===== src/hw/rtl/semq_pkg.sv =====
// Shared types and constants of the counting semaphore with its wait queue.
package semq_pkg;

  // Width of the initial count register as seen on the configuration port.
  localparam int CFG_BITS           = 16;
  localparam int STATUS_BITS        = 3;
  localparam int DEF_QUEUE_DEPTH    = 16;
  localparam int DEF_THREAD_ID_BITS = 8;
  localparam int DEF_COUNT_BITS     = 16;

  typedef enum logic [STATUS_BITS-1:0] {
    ST_GRANTED     = 3'd0,
    ST_BLOCKED     = 3'd1,
    ST_INCREMENTED = 3'd2,
    ST_WOKE        = 3'd3,
    ST_NOT_READY   = 3'd4,
    ST_QUEUE_FULL  = 3'd5,
    ST_OVERFLOW    = 3'd6
  } status_t;

  typedef enum logic {
    OP_ACQUIRE = 1'b0,
    OP_RELEASE = 1'b1
  } op_t;

  typedef enum logic {
    S_IDLE = 1'b0,
    S_EXEC = 1'b1
  } state_t;

  // Commands from the controller to the datapath.
  typedef struct packed {
    logic capture;
    logic execute;
  } semq_cmd_t;

endpackage


===== src/hw/rtl/semq_ctrl.sv =====
// Controller state machine: sequences capture and execution of each request.
module semq_ctrl (
  input  logic                clk,
  input  logic                rst_n,
  input  logic                start,
  output logic                busy,
  output semq_pkg::semq_cmd_t cmd
);
  import semq_pkg::*;

  state_t state_r;
  state_t state_nxt;

  always_comb begin
    case (state_r)
      S_IDLE:  state_nxt = start ? S_EXEC : S_IDLE;
      S_EXEC:  state_nxt = S_IDLE;
      default: state_nxt = S_IDLE;
    endcase
  end

  always_comb begin
    case (state_r)
      S_IDLE: begin
        busy        = 1'b0;
        cmd.capture = start;
        cmd.execute = 1'b0;
      end
      S_EXEC: begin
        busy        = 1'b1;
        cmd.capture = 1'b0;
        cmd.execute = 1'b1;
      end
      default: begin
        busy        = 1'b0;
        cmd.capture = 1'b0;
        cmd.execute = 1'b0;
      end
    endcase
  end

  always_ff @(posedge clk) begin
    if (!rst_n) begin
      state_r <= S_IDLE;
    end else begin
      state_r <= state_nxt;
    end
  end

endmodule


===== src/hw/rtl/semq_dp.sv =====
// Datapath: semaphore count, wait queue memory with its pointers, result registers.
module semq_dp #(
  parameter int QUEUE_DEPTH    = semq_pkg::DEF_QUEUE_DEPTH,
  parameter int THREAD_ID_BITS = semq_pkg::DEF_THREAD_ID_BITS,
  parameter int COUNT_BITS     = semq_pkg::DEF_COUNT_BITS
) (
  input  logic                                clk,
  input  logic                                rst_n,
  input  semq_pkg::semq_cmd_t                 cmd,
  input  logic                                in_op,
  input  logic [THREAD_ID_BITS-1:0]           in_thread_id,
  input  logic                                cfg_we,
  input  logic [semq_pkg::CFG_BITS-1:0]       cfg_wdata,
  output logic                                out_valid,
  output logic [semq_pkg::STATUS_BITS-1:0]    out_status,
  output logic [THREAD_ID_BITS-1:0]           out_woken_thread,
  output logic [COUNT_BITS-1:0]               out_count_after,
  output logic [$clog2(QUEUE_DEPTH+1)-1:0]    out_waiters_after
);
  import semq_pkg::*;

  localparam int PTR_BITS = $clog2(QUEUE_DEPTH);
  localparam int OCC_BITS = $clog2(QUEUE_DEPTH + 1);
  localparam logic [PTR_BITS-1:0]   LAST_SLOT = PTR_BITS'(QUEUE_DEPTH - 1);
  localparam logic [OCC_BITS-1:0]   FULL_OCC  = OCC_BITS'(QUEUE_DEPTH);
  localparam logic [COUNT_BITS-1:0] COUNT_MAX = {COUNT_BITS{1'b1}};

  logic [THREAD_ID_BITS-1:0] wait_mem [QUEUE_DEPTH];

  logic [COUNT_BITS-1:0]     count_r, count_nxt;
  logic                      ready_r, ready_nxt;
  logic [PTR_BITS-1:0]       head_r, head_nxt;
  logic [PTR_BITS-1:0]       tail_r, tail_nxt;
  logic [OCC_BITS-1:0]       occ_r, occ_nxt;
  logic                      op_r;
  logic [THREAD_ID_BITS-1:0] tid_r;
  logic [THREAD_ID_BITS-1:0] head_data_r;
  logic                      push;
  status_t                   status_nxt;
  logic [THREAD_ID_BITS-1:0] woken_nxt;

  logic                      out_valid_r;
  status_t                   out_status_r;
  logic [THREAD_ID_BITS-1:0] out_woken_r;
  logic [COUNT_BITS-1:0]     out_count_r;
  logic [OCC_BITS-1:0]       out_occ_r;

  always_comb begin
    count_nxt  = count_r;
    ready_nxt  = ready_r;
    head_nxt   = head_r;
    tail_nxt   = tail_r;
    occ_nxt    = occ_r;
    push       = 1'b0;
    status_nxt = ST_NOT_READY;
    woken_nxt  = '0;
    if (cfg_we) begin
      count_nxt = COUNT_BITS'(cfg_wdata);
      ready_nxt = 1'b1;
    end else if (cmd.execute && ready_r) begin
      if (op_r == OP_ACQUIRE) begin
        if (count_r != '0) begin
          count_nxt  = count_r - COUNT_BITS'(1);
          status_nxt = ST_GRANTED;
        end else if (occ_r == FULL_OCC) begin
          status_nxt = ST_QUEUE_FULL;
        end else begin
          push       = 1'b1;
          tail_nxt   = (tail_r == LAST_SLOT) ? '0 : tail_r + PTR_BITS'(1);
          occ_nxt    = occ_r + OCC_BITS'(1);
          status_nxt = ST_BLOCKED;
        end
      end else begin
        if (occ_r == '0) begin
          if (count_r == COUNT_MAX) begin
            status_nxt = ST_OVERFLOW;
          end else begin
            count_nxt  = count_r + COUNT_BITS'(1);
            status_nxt = ST_INCREMENTED;
          end
        end else begin
          // The head entry was read out when the request was taken in.
          woken_nxt  = head_data_r;
          head_nxt   = (head_r == LAST_SLOT) ? '0 : head_r + PTR_BITS'(1);
          occ_nxt    = occ_r - OCC_BITS'(1);
          status_nxt = ST_WOKE;
        end
      end
    end
  end

  always_ff @(posedge clk) begin
    if (push) begin
      wait_mem[tail_r] <= tid_r;
    end
    head_data_r <= wait_mem[head_r];
  end

  always_ff @(posedge clk) begin
    if (cmd.capture) begin
      op_r  <= in_op;
      tid_r <= in_thread_id;
    end
    if (cmd.execute) begin
      out_status_r <= status_nxt;
      out_woken_r  <= woken_nxt;
      out_count_r  <= count_nxt;
      out_occ_r    <= occ_nxt;
    end
  end

  always_ff @(posedge clk) begin
    if (!rst_n) begin
      count_r     <= '0;
      ready_r     <= 1'b0;
      head_r      <= '0;
      tail_r      <= '0;
      occ_r       <= '0;
      out_valid_r <= 1'b0;
    end else begin
      count_r     <= count_nxt;
      ready_r     <= ready_nxt;
      head_r      <= head_nxt;
      tail_r      <= tail_nxt;
      occ_r       <= occ_nxt;
      out_valid_r <= cmd.execute;
    end
  end

  assign out_valid         = out_valid_r;
  assign out_status        = out_status_r;
  assign out_woken_thread  = out_woken_r;
  assign out_count_after   = out_count_r;
  assign out_waiters_after = out_occ_r;

endmodule


===== src/hw/rtl/counting_semaphore_wait_queue_top.sv =====
// Top level of the counting semaphore with a first-in first-out wait queue.
//
// Usage: write the initial count on cfg_wdata with cfg_we high for one cycle;
// this loads the count and marks the semaphore ready, leaving any waiters
// queued. Configuration is to be written by the user only while the block is
// idle; the block itself does not enforce this. A request transaction
// (in_op: acquire or release, in_thread_id) is taken at a rising edge where
// start is high and busy is low. Its one result appears on the out_ ports,
// marked by out_valid for exactly one cycle; the receiver cannot hold it off.
// Each request is handled in two steps: one captures it while the wait queue
// memory reads its head entry, one updates the count and queue pointers.
// busy is high during the second; a new request may be accepted in the same
// cycle that the previous result is shown, but not while one is executing.
// Requests made before the first configuration write report not ready.
// After reset (rst_n low, synchronous) the count is zero, the block is not
// ready and the wait queue is empty; queue memory contents are not cleared.
module counting_semaphore_wait_queue_top #(
  parameter int QUEUE_DEPTH    = semq_pkg::DEF_QUEUE_DEPTH,
  parameter int THREAD_ID_BITS = semq_pkg::DEF_THREAD_ID_BITS,
  parameter int COUNT_BITS     = semq_pkg::DEF_COUNT_BITS
) (
  input  logic                                clk,
  input  logic                                rst_n,
  input  logic                                start,
  output logic                                busy,
  input  logic                                in_op,
  input  logic [THREAD_ID_BITS-1:0]           in_thread_id,
  input  logic                                cfg_we,
  input  logic [semq_pkg::CFG_BITS-1:0]       cfg_wdata,
  output logic                                out_valid,
  output logic [semq_pkg::STATUS_BITS-1:0]    out_status,
  output logic [THREAD_ID_BITS-1:0]           out_woken_thread,
  output logic [COUNT_BITS-1:0]               out_count_after,
  output logic [$clog2(QUEUE_DEPTH+1)-1:0]    out_waiters_after
);
  import semq_pkg::*;

  semq_cmd_t cmd;

  semq_ctrl u_ctrl (
    .clk   (clk),
    .rst_n (rst_n),
    .start (start),
    .busy  (busy),
    .cmd   (cmd)
  );

  semq_dp #(
    .QUEUE_DEPTH    (QUEUE_DEPTH),
    .THREAD_ID_BITS (THREAD_ID_BITS),
    .COUNT_BITS     (COUNT_BITS)
  ) u_dp (
    .clk               (clk),
    .rst_n             (rst_n),
    .cmd               (cmd),
    .in_op             (in_op),
    .in_thread_id      (in_thread_id),
    .cfg_we            (cfg_we),
    .cfg_wdata         (cfg_wdata),
    .out_valid         (out_valid),
    .out_status        (out_status),
    .out_woken_thread  (out_woken_thread),
    .out_count_after   (out_count_after),
    .out_waiters_after (out_waiters_after)
  );

endmodule


===== config.mk =====
export PLATFORM = sky130hd
export DESIGN_NAME = counting_semaphore_wait_queue_top
export DESIGN_NICKNAME = d
export VERILOG_FILES = /design/src/hw/rtl/semq_pkg.sv /design/src/hw/rtl/semq_ctrl.sv /design/src/hw/rtl/semq_dp.sv /design/src/hw/rtl/counting_semaphore_wait_queue_top.sv
export SDC_FILE = /design/constraint.sdc
export NUM_CORES = 1
export LEC_CHECK = 0
export BUFFER_PORTS_ARGS = -buffer_cell sky130_fd_sc_hd__buf_4
export CORE_MARGIN = 1.5
export CORE_UTILIZATION = 60
export DETAILED_ROUTE_END_ITERATION = 6
export PLACE_DENSITY = 0.81
export SYNTH_ARGS = -nofsm -noshare
export SYNTH_HDL_FRONTEND = slang
export SYNTH_SLANG_ARGS = --single-unit
export TNS_END_PERCENT = 50

===== constraint.sdc =====
create_clock -name clk -period 5.63 [get_ports clk]
set_input_delay 0.563 -clock clk [delete_from_list [all_inputs] [get_ports clk]]
set_output_delay 0.563 -clock clk [all_outputs]
set_load 0.03 [all_outputs]

==> qor.yml <==
wl_per_cell_um: 24.18
cts.clk_slew.worst_paths_ps: 60
design.final.nets: 736
timing.critical_path.from: "u_dp.count_r[1]$_SDFF_PN0_"
fp-row-count: 44
synth_edf_count: 169
final-setup-viol-count: 0
antenna_found_initial: 1
synth.top_cells.by_area: "sky130_fd_sc_hd__edfxtp_1, sky130_fd_sc_hd__mux4_2, sky130_fd_sc_hd__dfxtp_1"
drt_wl_total_um: 21690
crit_type: "reg2reg"
achievable-frequency_mhz: 277.8
post-layout-total-power_mw: 3.263
synth.cells.most_frequent: "sky130_fd_sc_hd__edfxtp_1, sky130_fd_sc_hd__nand2_1, sky130_fd_sc_hd__dfxtp_1, sky130_fd_sc_hd__mux4_2, sky130_fd_sc_hd__clkbuf_1"
crit_fanout: 10
worst_path_max_delay_cell: "sky130_fd_sc_hd__nor3_1"
reg2reg_setup_slack_ps: 2030
crit_path_cell_trace: "inv_1 -> ha_1 -> or4b_2 -> nor3_1 -> nand4_1 -> nor3_1"
cts_made_buffers: 22
ys.flop_type: "sky130_fd_sc_hd__edfxtp_1"
nFillCells: 958
core_area_mm2: 0.01470
rsz_0062_raised_after_global_routing: "false"
vdd.ir_drop.worst_v: 0.0002688
grt_max_degree: 40
maxSlewHeadroom_pct: 22.40
finalWorstPathRequiredPeriod_ps: 3600
detailed_place_hpwl_um: 14110
critical_path.max_stage_delay_ps: 950
timing_hold_violations_final: 0
clock_sink_count: 209
power.sequential.fraction_pct: 53.5
globalplace.congestion: 0.9346
initialDrtViolationCount: 699
netlist_area_mm2: 0.009140
total_switching_power_mw: 0.7653
pin_count: 63
syn_area_per_cell_um2: 14.08
area.growth.synth_to_final_pct: 13.36
grt_use_total_pct: 27.86
effective_utilization_at_floorplan_pct: 62.18
hold_buffers: 0
vias: 6027
drtPass1Iterations: 5
yosysTopAreaCell: "sky130_fd_sc_hd__edfxtp_1"
port_buffers: 62
whs_ps: 225.2
clock_tree.htree_level_count: 1
die_area_mm2: 0.01598
max_slew.worst_pin.slew_ps: 1155
rr_worst_depth: 6
fin_cells: 897
worstHoldPathType: "in2reg"
drt_drc_violations_left: 0
synth-seq-area-share_pct: 64.28
worst_r2r_endpoint: "u_dp.wait_mem[3][3]$_DFFE_PP_"
clock_power_share_pct: 40.5
synth_fp_nets: 688
die_y_um: 126.4
cellInternalPower_mw: 2.498
critical_path.n_buffers_inverters: 1
power.share.combinational_pct: 6.1
post_drt_via_cell_ratio: 6.719
worst_setup_path_endpoint: "u_dp.wait_mem[3][3]$_DFFE_PP_"
crit_required_ps: 5750
die-width_um: 126.4
yosys_warnings: 0
cells_after_synthesis: 649
cts_max_path_buffers: 3
grt_first_pass_wirelength_um: 33540
fraction_of_final_layout_cells_sized_beyond_drive_strength_1_pct: 21.35
critical_path_data_arrival_time_ps: 3710
post_cts.repair.setup_buffers: 0
critical-path-top-cell-by-count: "sky130_fd_sc_hd__nor3_1"
power_leakage_nw: 3.487
timing.critical_path.to_type: "flop"
clkLatencyLatePin_ps: 510
yosys_register_bits: 209
clock_skew_ps: 17.18
antenna_left: 0
crit_path_start_kind: "flop"
yosys.cell_count.top_type: "sky130_fd_sc_hd__edfxtp_1"
min_period_over_period_pct: 63.94
clock-root-buffer: "sky130_fd_sc_hd__clkbuf_16"
powerDensity_mw_per_mm2: 314.9
setup_total_negative_slack_ps: 0
cts_tree: "yes"
cts.repair.resized: 0
post-place-cells: 857
drv_slew: 0
grt_pass1_vias: 5860
power.switching_fraction_pct: 23.45
synth-async-reset-ratio_pct: 0
r2r-start: "u_dp.count_r[1]$_SDFF_PN0_"
cap_viol_max_count: 0
gr-total-overflow: 0
worstSetupPathDepth: 6
synth.distinct_cells: 65
yosysTopAreaCellShare_pct: 55.52
run_status: "finished clean"
critical-path-top-delay-family: "simple AND/OR/NAND/NOR gates"
-- state kept, by name (all words and copies together) (netlist names), 3 cells and up --
| signal | cells |
|---|---|
| u_dp.count_r | 16 |
| u_dp.head_data_r | 8 |
| u_dp.head_r | 4 |
| u_dp.occ_r | 5 |
| u_dp.out_count_after | 16 |
| u_dp.out_status | 3 |
| u_dp.out_waiters_after | 5 |
| u_dp.out_woken_thread | 8 |
| u_dp.tail_r | 4 |
| u_dp.tid_r | 8 |
| u_dp.wait_mem | 128 |
-- routing by layer --
layer	up-vias	wire length, um	global-route usage (%)
met3	44	1889	4.471
met1	2972	9151	40.83
li1	2673	-	-
met5	-	0	0
met2	338	10120	43.97
met4	0	532	8.046
-- area by class of cell --
| class | count | area (um2) | area share (%) |
|---|---|---|---|
| diodes | 1 | 2.502 | 0.02415 |
| clock buffers | 26 | 565.5 | 5.458 |
| clock inverters | 13 | 93.84 | 0.9057 |
| inverters | 11 | 41.29 | 0.3985 |
| multi-input cells | 385 | 3039 | 29.33 |
| flip-flops and latches | 209 | 5878 | 56.73 |
| well taps | 184 | 230.2 | 2.222 |
| repair buffers | 68 | 510.5 | 4.927 |
-- stage by stage --
stage	cell area [um2]	setup WS, ps	util (%)
floorplan	9140	2348	-
global placement	9699	2309	65.99
detailed placement	9699	2123	65.99
CTS	10360	2140	70.47
global route	10360	1883	70.47
finish	10360	2030	70.49
-- placed cells by master (no fill, tap or decap), types with 8 or more instances in the layout --
master / n
sky130_fd_sc_hd__ha_1: 10
sky130_fd_sc_hd__dfxtp_1: 38
sky130_fd_sc_hd__mux2i_1: 11
sky130_fd_sc_hd__and2_1: 15
sky130_fd_sc_hd__mux4_2: 40
sky130_fd_sc_hd__o21ai_0: 16
sky130_fd_sc_hd__nor4_1: 9
sky130_fd_sc_hd__inv_1: 10
sky130_fd_sc_hd__nand4_1: 14
sky130_fd_sc_hd__nand2_1: 43
sky130_fd_sc_hd__nor2_1: 34
sky130_fd_sc_hd__nor2b_1: 8
sky130_fd_sc_hd__nor3_1: 26
sky130_fd_sc_hd__a31oi_1: 11
sky130_fd_sc_hd__and3_1: 19
sky130_fd_sc_hd__nand3_1: 12
sky130_fd_sc_hd__a21oi_1: 29
sky130_fd_sc_hd__edfxtp_1: 169
sky130_fd_sc_hd__buf_4: 68
sky130_fd_sc_hd__clkbuf_16: 22
-- worst register-to-register path, cell delays in order (launching register included) --
cell and delay [ps]:
sky130_fd_sc_hd__dfxtp_1 400, sky130_fd_sc_hd__inv_1 160, sky130_fd_sc_hd__ha_1 220, sky130_fd_sc_hd__or4b_2 630, sky130_fd_sc_hd__nor3_1 550, sky130_fd_sc_hd__nand4_1 300, sky130_fd_sc_hd__nor3_1 950
-- power by group through the flow --
stage | sequential (mW) | clock, mW | combinational, mW
after floorplan | 1.77 | 0 | 0.116
after global placement | 1.77 | 0 | 0.188
after detailed placement | 1.78 | 0 | 0.193
after CTS | 1.74 | 1.34 | 0.194
after global routing | 1.75 | 1.40 | 0.213
final | 1.74 | 1.32 | 0.198
-- cell families (layout without fill, tap and decap cells) --
group                      count (synthesis)  in the layout  synth area share (%)
DFF                                      209            209                 64.28
adders and majority gates                 10             10                 1.369
and+or+nand+nor                          214            214                 12.65
muxes                                     51             51                 11.06
xor gates and xnor gates                   2              2                0.1917
other                                      0              1                     0
AOI/OAI and AO/OA                        108            108                 7.981
buffers and inverters                     55            118                 2.464
-- worst min-delay path by stage --
stage                     slack, ps                                endpoint                        start  cells after the start
after global placement          490  u_dp.out_woken_thread[1]$_SDFFCE_PN0P_  u_dp.head_data_r[1]$_DFF_P_                      1
after floorplan                 480  u_dp.out_woken_thread[0]$_SDFFCE_PN0P_  u_dp.head_data_r[0]$_DFF_P_                      1
after global routing            210                 u_dp.tid_r[4]$_DFFE_PP_              in_thread_id[4]                      1
final                           230                 u_dp.tid_r[6]$_DFFE_PP_              in_thread_id[6]                      1
after detailed placement        490  u_dp.out_woken_thread[3]$_SDFFCE_PN0P_  u_dp.head_data_r[3]$_DFF_P_                      1
after CTS                       200                 u_dp.tid_r[5]$_DFFE_PP_              in_thread_id[5]                      1
No activity file was read; power rests on OpenSTA's default activity.
